### config.mk
export PLATFORM = sky130hd
export DESIGN_NAME = bg_scanline_tile_fetcher
export DESIGN_NICKNAME = d
export VERILOG_FILES = /design/src/rtl/bgstf_pkg.sv /design/src/rtl/bg_scanline_tile_fetcher.sv
export SDC_FILE = /design/constraint.sdc
export NUM_CORES = 1
export LEC_CHECK = 0
export BUFFER_PORTS_ARGS = -buffer_cell sky130_fd_sc_hd__buf_2
export CORE_UTILIZATION = 55
export DETAILED_ROUTE_END_ITERATION = 6
export GPL_TIMING_DRIVEN = 0
export PLACE_DENSITY = 0.83
export REMOVE_ABC_BUFFERS = 1
export SYNTH_ARGS = -nofsm -noshare
export SYNTH_HDL_FRONTEND = slang
export SYNTH_SLANG_ARGS = --single-unit
### constraint.sdc
create_clock -name clk -period 3.1 [get_ports clk]
set_clock_uncertainty 0.15 [all_clocks]
set_input_delay 0.155 -clock clk [delete_from_list [all_inputs] [get_ports clk]]
set_output_delay 0.155 -clock clk [all_outputs]
set_load 0.05 [all_outputs]
### src/rtl/bgstf_pkg.sv
// package: constants and codes for the background scanline tile fetcher
`timescale 1ns / 1ps

package bgstf_pkg;

  localparam int unsigned LINE_PIXELS_DEF = 160;

  localparam logic [15:0] MAP_BASE  = 16'h9800;
  localparam logic [15:0] TILE_BASE = 16'h8000;
  localparam logic [15:0] TILE_HIGH = 16'h1000;

  // phase counter holds phase_count + 6, so lead-in ends at LEAD_IN
  localparam logic [4:0] LEAD_IN   = 5'd6;
  localparam logic [4:0] PIX_START = 5'd14;
  localparam logic [4:0] PC_WRAP   = 5'd22;
  localparam logic [4:0] PC_BACK   = 5'd8;

  typedef enum logic [1:0] {
    REG_MAP_SELECT  = 2'd0,
    REG_DATA_SELECT = 2'd1,
    REG_SCROLL_X    = 2'd2,
    REG_SCROLL_Y    = 2'd3
  } reg_idx_t;

  typedef enum logic {
    OP_TICK  = 1'b0,
    OP_START = 1'b1
  } opcode_t;

  typedef enum logic [2:0] {
    PH_MAP_ADDR  = 3'd0,
    PH_ID_READ   = 3'd1,
    PH_DATA_ADDR = 3'd2,
    PH_TAKE_LOW  = 3'd3,
    PH_HIGH_ADDR = 3'd4,
    PH_TAKE_HIGH = 3'd5,
    PH_IDLE      = 3'd6,
    PH_NEXT_COL  = 3'd7
  } phase_t;

endpackage

### src/rtl/bg_scanline_tile_fetcher.sv
// top level: background scanline tile fetcher with registered result beat
// result beat: valid in the cycle after its tick beat is accepted
// throughput: one beat per cycle unless out_ready stalls; one state update per beat
// start beats and ticks while no line is active give no result beat
// reset (rst_n low, synchronous): line idle, result register empty, registers at defaults
`timescale 1ns / 1ps

module bg_scanline_tile_fetcher
  import bgstf_pkg::*;
#(
  parameter int unsigned LINE_PIXELS = LINE_PIXELS_DEF
) (
  input  logic        clk,
  input  logic        rst_n,
  input  logic        cfg_we,
  input  logic [1:0]  cfg_index,
  input  logic [7:0]  cfg_data,
  input  logic        in_valid,
  output logic        in_ready,
  input  logic        in_opcode,
  input  logic [7:0]  in_line_number,
  input  logic [7:0]  in_bus_data,
  output logic        out_valid,
  input  logic        out_ready,
  output logic [15:0] out_bus_address,
  output logic        out_address_valid,
  output logic        out_read_request,
  output logic        out_pixel_valid,
  output logic [7:0]  out_pixel_x,
  output logic [1:0]  out_pixel_color,
  output logic        out_line_done
);

  localparam logic [7:0] LAST_PIXEL = LINE_PIXELS[7:0];

  // configuration registers
  logic       map_select_r, data_select_r;
  logic [7:0] scroll_x_r, scroll_y_r;

  // line state
  logic        active_r, active_nxt;
  logic [4:0]  pc_r, pc_nxt;
  logic [7:0]  pixels_done_r, pixels_done_nxt;
  logic [2:0]  fine_x_left_r, fine_x_left_nxt;
  logic [2:0]  fine_y_r, fine_y_nxt;
  logic [4:0]  tile_column_r, tile_column_nxt;
  logic [15:0] map_row_base_r, map_row_base_nxt;
  logic [7:0]  shift_lo_r, shift_lo_nxt, shift_hi_r, shift_hi_nxt;
  logic [7:0]  fetched_lo_r, fetched_lo_nxt, fetched_hi_r, fetched_hi_nxt;
  logic [15:0] held_address_r, held_address_nxt;

  // result register
  logic        out_valid_r, out_valid_nxt;
  logic [15:0] bus_address_r;
  logic        address_valid_r, read_request_r, pixel_valid_r, line_done_r;
  logic [7:0]  pixel_x_r;
  logic [1:0]  pixel_color_r;

  logic        addr_valid_c, read_req_c, pix_valid_c, done_c;
  logic [7:0]  pix_x_c;
  logic [1:0]  pix_col_c;
  logic        take, emit;
  logic [7:0]  yoff;
  logic [7:0]  sh_lo, sh_hi;
  logic [4:0]  pc_inc;
  phase_t      phase;

  assign in_ready = !out_valid_r || out_ready;
  assign take     = in_valid && in_ready;
  assign emit     = take && (in_opcode == OP_TICK) && active_r;
  assign yoff     = in_line_number + scroll_y_r;

  always_comb begin
    if (pc_r < LEAD_IN) begin
      phase = phase_t'(pc_r[2:0]);
    end else begin
      phase = phase_t'(pc_r[2:0] + 3'd2);
    end
  end

  always_comb begin
    active_nxt       = active_r;
    pc_nxt           = pc_r;
    pixels_done_nxt  = pixels_done_r;
    fine_x_left_nxt  = fine_x_left_r;
    fine_y_nxt       = fine_y_r;
    tile_column_nxt  = tile_column_r;
    map_row_base_nxt = map_row_base_r;
    shift_lo_nxt     = shift_lo_r;
    shift_hi_nxt     = shift_hi_r;
    fetched_lo_nxt   = fetched_lo_r;
    fetched_hi_nxt   = fetched_hi_r;
    held_address_nxt = held_address_r;
    addr_valid_c     = 1'b0;
    read_req_c       = 1'b0;
    pix_valid_c      = 1'b0;
    pix_x_c          = 8'd0;
    pix_col_c        = 2'd0;
    done_c           = 1'b0;
    sh_lo            = shift_lo_r;
    sh_hi            = shift_hi_r;
    pc_inc           = pc_r + 5'd1;

    if (take && in_opcode == OP_START) begin
      active_nxt       = 1'b1;
      pc_nxt           = 5'd0;
      pixels_done_nxt  = 8'd0;
      map_row_base_nxt = MAP_BASE | {5'd0, map_select_r, 10'd0} | {6'd0, yoff[7:3], 5'd0};
      tile_column_nxt  = scroll_x_r[7:3];
      fine_x_left_nxt  = scroll_x_r[2:0];
      fine_y_nxt       = yoff[2:0];
      shift_lo_nxt     = 8'd0;
      shift_hi_nxt     = 8'd0;
      fetched_lo_nxt   = 8'd0;
      fetched_hi_nxt   = 8'd0;
    end else if (emit) begin
      case (phase)
        PH_MAP_ADDR: begin
          sh_lo            = fetched_lo_r;
          sh_hi            = fetched_hi_r;
          held_address_nxt = map_row_base_r | {11'd0, tile_column_r};
          addr_valid_c     = 1'b1;
        end
        PH_ID_READ: begin
          read_req_c = 1'b1;
        end
        PH_DATA_ADDR: begin
          // signed tile ids below 0x80 sit in the upper bank
          held_address_nxt = TILE_BASE
                           | ((!data_select_r && !in_bus_data[7]) ? TILE_HIGH : 16'd0)
                           | {4'd0, in_bus_data, 4'd0}
                           | {12'd0, fine_y_r, 1'b0};
          addr_valid_c     = 1'b1;
          read_req_c       = 1'b1;
        end
        PH_TAKE_LOW: begin
          fetched_lo_nxt = in_bus_data;
        end
        PH_HIGH_ADDR: begin
          held_address_nxt = held_address_r + 16'd1;
          addr_valid_c     = 1'b1;
          read_req_c       = 1'b1;
        end
        PH_TAKE_HIGH: begin
          fetched_hi_nxt = in_bus_data;
        end
        PH_IDLE: begin
        end
        PH_NEXT_COL: begin
          tile_column_nxt = tile_column_r + 5'd1;
        end
        default: begin
        end
      endcase

      if (pc_r >= PIX_START) begin
        if (fine_x_left_r == 3'd0) begin
          pix_valid_c     = 1'b1;
          pix_x_c         = pixels_done_r;
          pix_col_c       = {sh_hi[7], sh_lo[7]};
          pixels_done_nxt = pixels_done_r + 8'd1;
        end else begin
          fine_x_left_nxt = fine_x_left_r - 3'd1;
        end
      end

      // long lines fold the counter back one tile
      pc_nxt       = (pc_inc >= PC_WRAP) ? pc_inc - PC_BACK : pc_inc;
      shift_lo_nxt = {sh_lo[6:0], 1'b0};
      shift_hi_nxt = {sh_hi[6:0], 1'b0};

      if (pixels_done_nxt == LAST_PIXEL) begin
        done_c     = 1'b1;
        active_nxt = 1'b0;
      end
    end
  end

  always_comb begin
    out_valid_nxt = out_valid_r;
    if (out_ready) begin
      out_valid_nxt = 1'b0;
    end
    if (emit) begin
      out_valid_nxt = 1'b1;
    end
  end

  always_ff @(posedge clk) begin
    if (!rst_n) begin
      map_select_r  <= 1'b0;
      data_select_r <= 1'b1;
      scroll_x_r    <= 8'd0;
      scroll_y_r    <= 8'd0;
    end else if (cfg_we) begin
      case (reg_idx_t'(cfg_index))
        REG_MAP_SELECT:  map_select_r  <= cfg_data[0];
        REG_DATA_SELECT: data_select_r <= cfg_data[0];
        REG_SCROLL_X:    scroll_x_r    <= cfg_data;
        REG_SCROLL_Y:    scroll_y_r    <= cfg_data;
        default: begin
        end
      endcase
    end
  end

  always_ff @(posedge clk) begin
    if (!rst_n) begin
      active_r       <= 1'b0;
      pc_r           <= 5'd0;
      pixels_done_r  <= 8'd0;
      fine_x_left_r  <= 3'd0;
      fine_y_r       <= 3'd0;
      tile_column_r  <= 5'd0;
      map_row_base_r <= MAP_BASE;
      shift_lo_r     <= 8'd0;
      shift_hi_r     <= 8'd0;
      fetched_lo_r   <= 8'd0;
      fetched_hi_r   <= 8'd0;
      held_address_r <= 16'd0;
      out_valid_r    <= 1'b0;
    end else begin
      active_r       <= active_nxt;
      pc_r           <= pc_nxt;
      pixels_done_r  <= pixels_done_nxt;
      fine_x_left_r  <= fine_x_left_nxt;
      fine_y_r       <= fine_y_nxt;
      tile_column_r  <= tile_column_nxt;
      map_row_base_r <= map_row_base_nxt;
      shift_lo_r     <= shift_lo_nxt;
      shift_hi_r     <= shift_hi_nxt;
      fetched_lo_r   <= fetched_lo_nxt;
      fetched_hi_r   <= fetched_hi_nxt;
      held_address_r <= held_address_nxt;
      out_valid_r    <= out_valid_nxt;
    end
  end

  always_ff @(posedge clk) begin
    if (emit) begin
      bus_address_r   <= held_address_nxt;
      address_valid_r <= addr_valid_c;
      read_request_r  <= read_req_c;
      pixel_valid_r   <= pix_valid_c;
      pixel_x_r       <= pix_x_c;
      pixel_color_r   <= pix_col_c;
      line_done_r     <= done_c;
    end
  end

  assign out_valid         = out_valid_r;
  assign out_bus_address   = bus_address_r;
  assign out_address_valid = address_valid_r;
  assign out_read_request  = read_request_r;
  assign out_pixel_valid   = pixel_valid_r;
  assign out_pixel_x       = pixel_x_r;
  assign out_pixel_color   = pixel_color_r;
  assign out_line_done     = line_done_r;

endmodule

==> out/qor.txt, run 1 <==
status: complete, no violations
CTS sink cnt: 126
dpl cells: 825
Core Rows: 38
Overflow after GRT: 0
buffers plus inverters on the worst setup path: 1
Hold Path Class: in2reg
remaining antenna violation count: 0
Worst-path clk slew: 50 ps
DR vias: 5389
Primary FF master, synth: dfxtp_1
largest net degree at the start of global routing: 75
fin cells: 879
area of the mapped netlist: 6320 µm²
design area: 7520 µm²
initial DRC count: 382
crit-path cells: ha_2 -> nand2_1 -> xnor2_1 -> inv_1 -> ha_1 -> a31oi_1 -> o21ai_0 -> a221o_1 -> a21oi_1
DIE HEIGHT: 109 µm
layout overhead on the synthesized area: 18.9%
kind of critical path: reg2reg
Synth async-reset ratio: 0%
largest stage delay on the critical path: 540 ps
RSZ-0062 raised after global routing: no
Post-Syn Instances: 657
worst skew pair latency: 420 ps
synth warn: 0
largest cells by area after synthesis: dfxtp_1 30%, edfxtp_1 14%, mux2i_1 8.1%, nor2_1 5.1%, ha_1 3.4%
Wirelength per Cell: 17.5 µm
dominant cell type by area after synthesis: dfxtp_1
I/O pins: 64
Worst Setup End Kind: flop
count of final setup violators: 0
GR Util All Layers: 27.4%
Netlist cell types: 73
average footprint of a synthesized cell: 9.63 µm²
Cell Pwr Density: 538 nW/µm²
Placed Area: 6650 µm²
Starting Density: 57.3%
CP Data Arrival Time: 3060 ps
Seq/Total Area, Yosys: 44.6%
P_leak: 3.12 nW
Setup TNS: 0 ps
Longest Clk Path Bufs: 2
buffers added on ports: 63
fin. max-slew vios: 0
Post-synth EDFFs: 30
CTS root buf: clkbuf_16
worst path required time: 3270 ps
# diodes: 0
Final Hold Viols: 0
Via-to-Cell Ratio: 6.13
DRT Pass-1 Iters: 7
Final Cycle Share: 93.1%
Placeable Area: 11000 µm²
total power: 4.04 mW
Max FO, Critical Path: 20
routed wire length: 15400 µm
DRC violations left: 0
Startpoint Class: flop
Crit path max-delay family: compound AO/OA/AOI/OAI gates
Die W: 109 µm
antenna violations before repair: 0
#FFs+latches synth: 126
nets@finish: 776
first-pass GRT wire length: 25000 µm
H-tree levels: 4
global placer's final weighted congestion: 0.911
post-synth top area share: 30.4%
Max Clk Rate: 346 MHz
vias in the first global route: 5162
shortest period the worst path allows: 2890 ps
Max-Cap Viols: 0
HPWL reported at the end of detailed placement: 9920 µm
die area: 11900 µm²
fillcell total: 848
layout cells sized above 1: 17.3%
TritonCTS clock tree: yes
measured slew at the worst slew-check pin: 1260 ps
highest ir drop seen on vdd: 292 µV
Post CTS Setup Buffer Count: 0
Finished Core Util: 68.2%
slowest CP cell: dfxtp_4
CTS Buf Count: 17
Slew headroom: 16.1%
[path summary, 6_finish.rpt]
| kind | startpoint | to | slack (ps) | cells after the start |
|---|---|---|---|---|
| setup reg to reg | pc_r[1] | pc_r[4] | 210 | 9 |
| hold / removal | in_line_number[7] | map_row_base_r[9] | 30 | 4 |
| hold reg to reg | scroll_x_r[1] | fine_x_left_r[1] | 310 | 2 |
| setup / recovery | pc_r[1] | pc_r[4] | 210 | 9 |
[cells in the final DEF (no fill, tap or decap), drive strengths merged, types with 4 or more instances in the layout]
master / instances
nor4: 11
o32ai: 5
o211ai: 9
buf: 63
a211oi: 19
inv: 18
xnor2: 10
nor2: 86
mux2i: 52
edfxtp: 30
nand4: 11
a31oi: 6
xor2: 16
dfxtp: 96
nor3: 17
nand2: 42
a21oi: 30
nand3: 28
o21ai: 19
and2: 13
and3: 14
ha: 17
o22ai: 5
nor2b: 6
dlygate4sd3: 21
clkinv: 8
clkbuf: 20
or3: 4
a22oi: 4
[worst register-to-register path: cells and delay by family, from the launching register on]
family | cells | cell delay (ps)
AO/OA/AOI/OAI | 4 | 1010
adder cells (fa/ha/maj) | 2 | 610
flip-flops | 1 | 540
XOR/XNOR | 1 | 260
buffers and inverters | 1 | 120
AND/OR/NAND/NOR | 1 | 100
[cells by family after synthesis]
family	Yosys count	share of synthesized area, %
AO/OA/AOI/OAI	131	16.1
XOR/XNOR	26	3.60
adder cells (fa/ha/maj)	18	3.68
buffers and inverters	54	3.84
flip-flops	126	44.6
multiplexers	53	8.61
AND/OR/NAND/NOR	249	19.6
[layer usage]
| metal | track usage [%] | share of wire [%] | vias to the layer above |
|---|---|---|---|
| met2 | 44.4 | 47 | 236 |
| met3 | 6.63 | 6.9 | 35 |
| met1 | 34.9 | 43 | 2562 |
| met5 | 0 | 0 | - |
| met4 | 11.3 | 2.7 | 0 |
| li1 | - | - | 2556 |
[synth_stat cells, drive strengths merged, types with 3 or more instances]
| cell | n |
|---|---|
| nor2b | 6 |
| nand2 | 42 |
| clkbuf | 20 |
| nor4 | 11 |
| xor2 | 16 |
| xnor2 | 10 |
| a22o | 3 |
| and2 | 13 |
| nand3 | 28 |
| nor2 | 86 |
| edfxtp | 30 |
| buf | 15 |
| a21oi | 30 |
| ha | 17 |
| nor3 | 17 |
| nor3b | 3 |
| nand4 | 11 |
| o32ai | 4 |
| inv | 17 |
| a211o | 3 |
| o21ai | 19 |
| o31ai | 3 |
| a211oi | 19 |
| o22ai | 5 |
| a31oi | 6 |
| or3 | 4 |
| a22oi | 4 |
| dfxtp | 96 |
| mux2i | 52 |
| and3 | 14 |
| o211ai | 9 |
[timing repair]
action                                  CTS  global route
endpoints found under the setup margin   75            25
gates cloned                              1             0
gates resized for setup                   6             5
endpoints found under the hold margin    37             1
hold buffers                             19             2
pin swaps                                 1             0
[power by group]
part           switching [mW]  internal, mW
logic                   0.165         0.104
clock network           0.711          1.32
registers              0.0287          1.71
total                   0.905          3.14
[sequential cells by signal, indices dropped and copies added (netlist names), 5 cells and up]
signal / count
out_pixel_x: 8
tile_column_r: 5
scroll_x_r: 8
fetched_hi_r: 8
pc_r: 5
held_address_r: 16
fetched_lo_r: 8
out_bus_address: 16
pixels_done_r: 8
shift_hi_r: 7
scroll_y_r: 8
shift_lo_r: 7
map_row_base_r: 6
[stage by stage]
| step | hold WS [ps] | setup WS [ps] |
|---|---|---|
| after floorplan | 66.9 | -500 |
| after global placement | 254 | -588 |
| after detailed placement | 264 | -652 |
| after global routing | 52.2 | 17.8 |
| after CTS | 3.57 | 59.2 |
| final | 30.3 | 214 |
[final cells by class]
type                            instances  area, µm²  area share [%]
Tap cell                              140        175            2.33
Clock inverter                         12        139            1.85
Inverter                               19       76.3            1.02
Timing Repair Buffer                   84        526            6.99
Clock buffer                           20        468            6.22
Multi-Input combinational cell        478       3310            44.0
Sequential cell                       126       2830            37.6
(Power assumes the default switching activity.)
==> run 2, diff against run 1 <==
--- a/config.mk
+++ b/config.mk
@@ -5,6 +5,7 @@
 export SDC_FILE = /design/constraint.sdc
 export NUM_CORES = 1
 export LEC_CHECK = 0
+export ABC_AREA = 1
 export BUFFER_PORTS_ARGS = -buffer_cell sky130_fd_sc_hd__buf_2
 export CORE_UTILIZATION = 55
 export DETAILED_ROUTE_END_ITERATION = 6
==> out/qor.txt, run 2 <==
status: complete, no violations (unchanged)
post-synth top area share: 31.1% (was 30.4%)
Starting Density: 56.7% (was 57.3%)
DR vias: 5685 (was 5389)
CTS root buf: clkbuf_8 (was clkbuf_16)
remaining antenna violation count: 0 (unchanged)
Startpoint Class: flop (unchanged)
H-tree levels: 4 (unchanged)
buffers added on ports: 63 (unchanged)
measured slew at the worst slew-check pin: 1030 ps (was 1260 ps)
Seq/Total Area, Yosys: 45.7% (was 44.6%)
CP Data Arrival Time: 2960 ps (was 3060 ps)
post-synthesis mux area share: 0% (was 8.61%)
highest ir drop seen on vdd: 412 µV (was 292 µV)
met1 Usage GRT: 34.8% (was 34.9%)
fin cells: 1066 (was 879)
synth warn: 0 (unchanged)
M3 GR Usage: 6.75% (was 6.63%)
most used routing layer: met2 (unchanged)
layout cells sized above 1: 13.4% (was 17.3%)
largest cells by area after synthesis: dfxtp_1 31%, edfxtp_1 15%, nand2_1 10%, nor2_1 6.9%, inv_1 6.0% (was dfxtp_1 30%, edfxtp_1 14%, mux2i_1 8.1%, nor2_1 5.1%, ha_1 3.4%)
RSZ-0062 raised after global routing: no (unchanged)
total power: 4.01 mW (was 4.04 mW)
Post-synth EDFFs: 30 (unchanged)
P_leak: 3.36 nW (was 3.12 nW)
met2 Use GR: 45.5% (was 44.4%)
shortest period the worst path allows: 2830 ps (was 2890 ps)
commonest non-fill, non-tap cell in the layout: nand2_1 (was dfxtp_1)
Overflow after GRT: 0 (unchanged)
CTS sink cnt: 126 (unchanged)
DRC violations left: 0 (unchanged)
worst skew pair latency: 530 ps (was 420 ps)
Core Rows: 38 (unchanged)
CTS-repair resized insts: 0 (was 6)
CTS Buf Count: 17 (unchanged)
Synth async-reset ratio: 0% (unchanged)
area of the mapped netlist: 6180 µm² (was 6320 µm²)
kind of critical path: reg2reg (unchanged)
Max Clk Rate: 354 MHz (was 346 MHz)
first-pass GRT wire length: 24900 µm (was 25000 µm)
Worst-path clk slew: 60 ps (was 50 ps)
layout overhead on the synthesized area: 22.3% (was 18.9%)
Adder-Cell Fraction of Synth Area: 3.77% (was 3.68%)
GR Util All Layers: 28.0% (was 27.4%)
fin. max-slew vios: 0 (unchanged)
largest family of logic cells by synthesized area: simple AND/OR/NAND/NOR gates (unchanged)
leading cell type by number of instances after synthesis: nand2_1 (was dfxtp_1)
simple-gate area share of the yosys netlist: 26.6% (was 19.6%)
worst path required time: 3230 ps (was 3270 ps)
count of final setup violators: 0 (unchanged)
Commonest cells post-synth: 164 x nand2_1, 113 x nor2_1, 98 x inv_1 (was 96 x dfxtp_1, 86 x nor2_1, 51 x mux2i_1)
TritonCTS clock tree: yes (unchanged)
I/O pins: 64 (unchanged)
#FFs+latches synth: 126 (unchanged)
area fraction in compound gates after synthesis: 13.1% (was 16.1%)
Netlist cell types: 38 (was 73)
largest net degree at the start of global routing: 46 (was 75)
# diodes: 0 (unchanged)
fillcell total: 872 (was 848)
initial DRC count: 336 (was 382)
Post-Synth XOR/XNOR Area: 2.27% (was 3.60%)
Via-to-Cell Ratio: 5.33 (was 6.13)
most frequent cells in the layout: 164 x nand2_1, 113 x nor2_1, 98 x inv_1 (was 94 x dfxtp_1, 84 x nor2_1, 63 x buf_2)
Setup TNS: 0 ps (unchanged)
Max-Cap Viols: 0 (unchanged)
area of the multi-input gates: 2830 µm² (was 3310 µm²)
antenna violations before repair: 0 (unchanged)
Max FO, Critical Path: 35 (was 20)
dpl cells: 994 (was 825)
dominant cell type by area after synthesis: dfxtp_1 (unchanged)
Primary FF master, synth: dfxtp_1 (unchanged)
Slew headroom: 30.9% (was 16.1%)
Longest Clk Path Bufs: 2 (unchanged)
DIE HEIGHT: 108 µm (was 109 µm)
Post-Syn Instances: 813 (was 657)
average footprint of a synthesized cell: 7.60 µm² (was 9.63 µm²)
Die W: 108 µm (was 109 µm)
Placeable Area: 10900 µm² (was 11000 µm²)
Final Cycle Share: 91.2% (was 93.1%)
global placer's final weighted congestion: 0.879 (was 0.911)
routed wire length: 15200 µm (was 15400 µm)
vias in the first global route: 5385 (was 5162)
Worst Setup End Kind: flop (unchanged)
register area: 2820 µm² (was 2830 µm²)
nets@finish: 964 (was 776)
Final Hold Viols: 0 (unchanged)
die area: 11700 µm² (was 11900 µm²)
Hold Path Class: reg2reg (was in2reg)
DRT Pass-1 Iters: 5 (was 7)
Wirelength per Cell: 14.3 µm (was 17.5 µm)
HPWL reported at the end of detailed placement: 9250 µm (was 9920 µm)
Cell Pwr Density: 530 nW/µm² (was 538 nW/µm²)
## run 2: changes by cell type in the layout (fill, tap and decap cells not counted), moves of 20 or more
cell / change
dlygate4sd3_1: +20
mux2i_1: -51
o21ai_0: +45
nand2_1: +123
inv_1: +82
nor2_1: +29
nand3_1: +37
a21oi_1: +23
## run 2: path summary, 6_finish.rpt
| kind | slack [ps] | to | cells past startpoint | start |
|---|---|---|---|---|
| min reg2reg | 300 | scroll_y_r[6] | 2 | scroll_y_r[6] |
| min | 300 | scroll_y_r[6] | 2 | scroll_y_r[6] |
| max | 270 | out_bus_address[1] | 8 | out_valid |
| max reg2reg | 270 | out_bus_address[1] | 8 | out_valid |
## run 2: area by class of cell
class	instances	share of cell area [%]
clock inverter	3	0.215
timing repair buffer	105	9.87
clock buffer	28	7.39
tap	140	2.32
sequential	126	37.4
multi-input combinational	556	37.5
inverter	108	5.37
## run 2: logic make-up after synthesis
group | count (synthesis)
AOI/OAI and AO/OA | 149
xor gates and xnor gates | 16
adders and majority gates | 18
buffers and inverters | 131
DFF | 126
and+or+nand+nor | 373
## run 2: power breakdown
group,switching [mW],internal (mW),total (mW)
Clock,0.701,1.20,1.90
Sequential,0.0280,1.73,1.75
Combinational,0.223,0.126,0.349
Total,0.952,3.05,4.01
## run 2: through the flow
stage               cell area [µm²]  hold WS (ps)  setup WS (ps)  utilization (%)
finish                         7560           302            272             69.4
global route                   7560           325           51.9             69.4
CTS                            7560           289            275             69.4
detailed placement             6570           252            300             60.4
global placement               6550           252          -1740             60.1
floorplan                      6060           140          -1040                -
## run 2: worst max-delay path: stages, from the launching register on
cell and delay, ps:
dfxtp_1 320, nand2_2 90, nand3_1 140, nor2_4 810, nand2_2 510, inv_2 250
nand4_1 110, o21ai_0 130, inv_1 60
## run 2: repair_timing
item                                   4_1_cts  5_1_grt
buffers inserted                             0        0
hold buffers                                41        0
endpoints found under the hold margin       83        0
## run 2: per-layer routing
metal  share of wire, %  routed length [µm]
met2                 48                7290
met5                  0                   0
met4                3.1                 478
met3                5.4                 826
met1                 44                6630
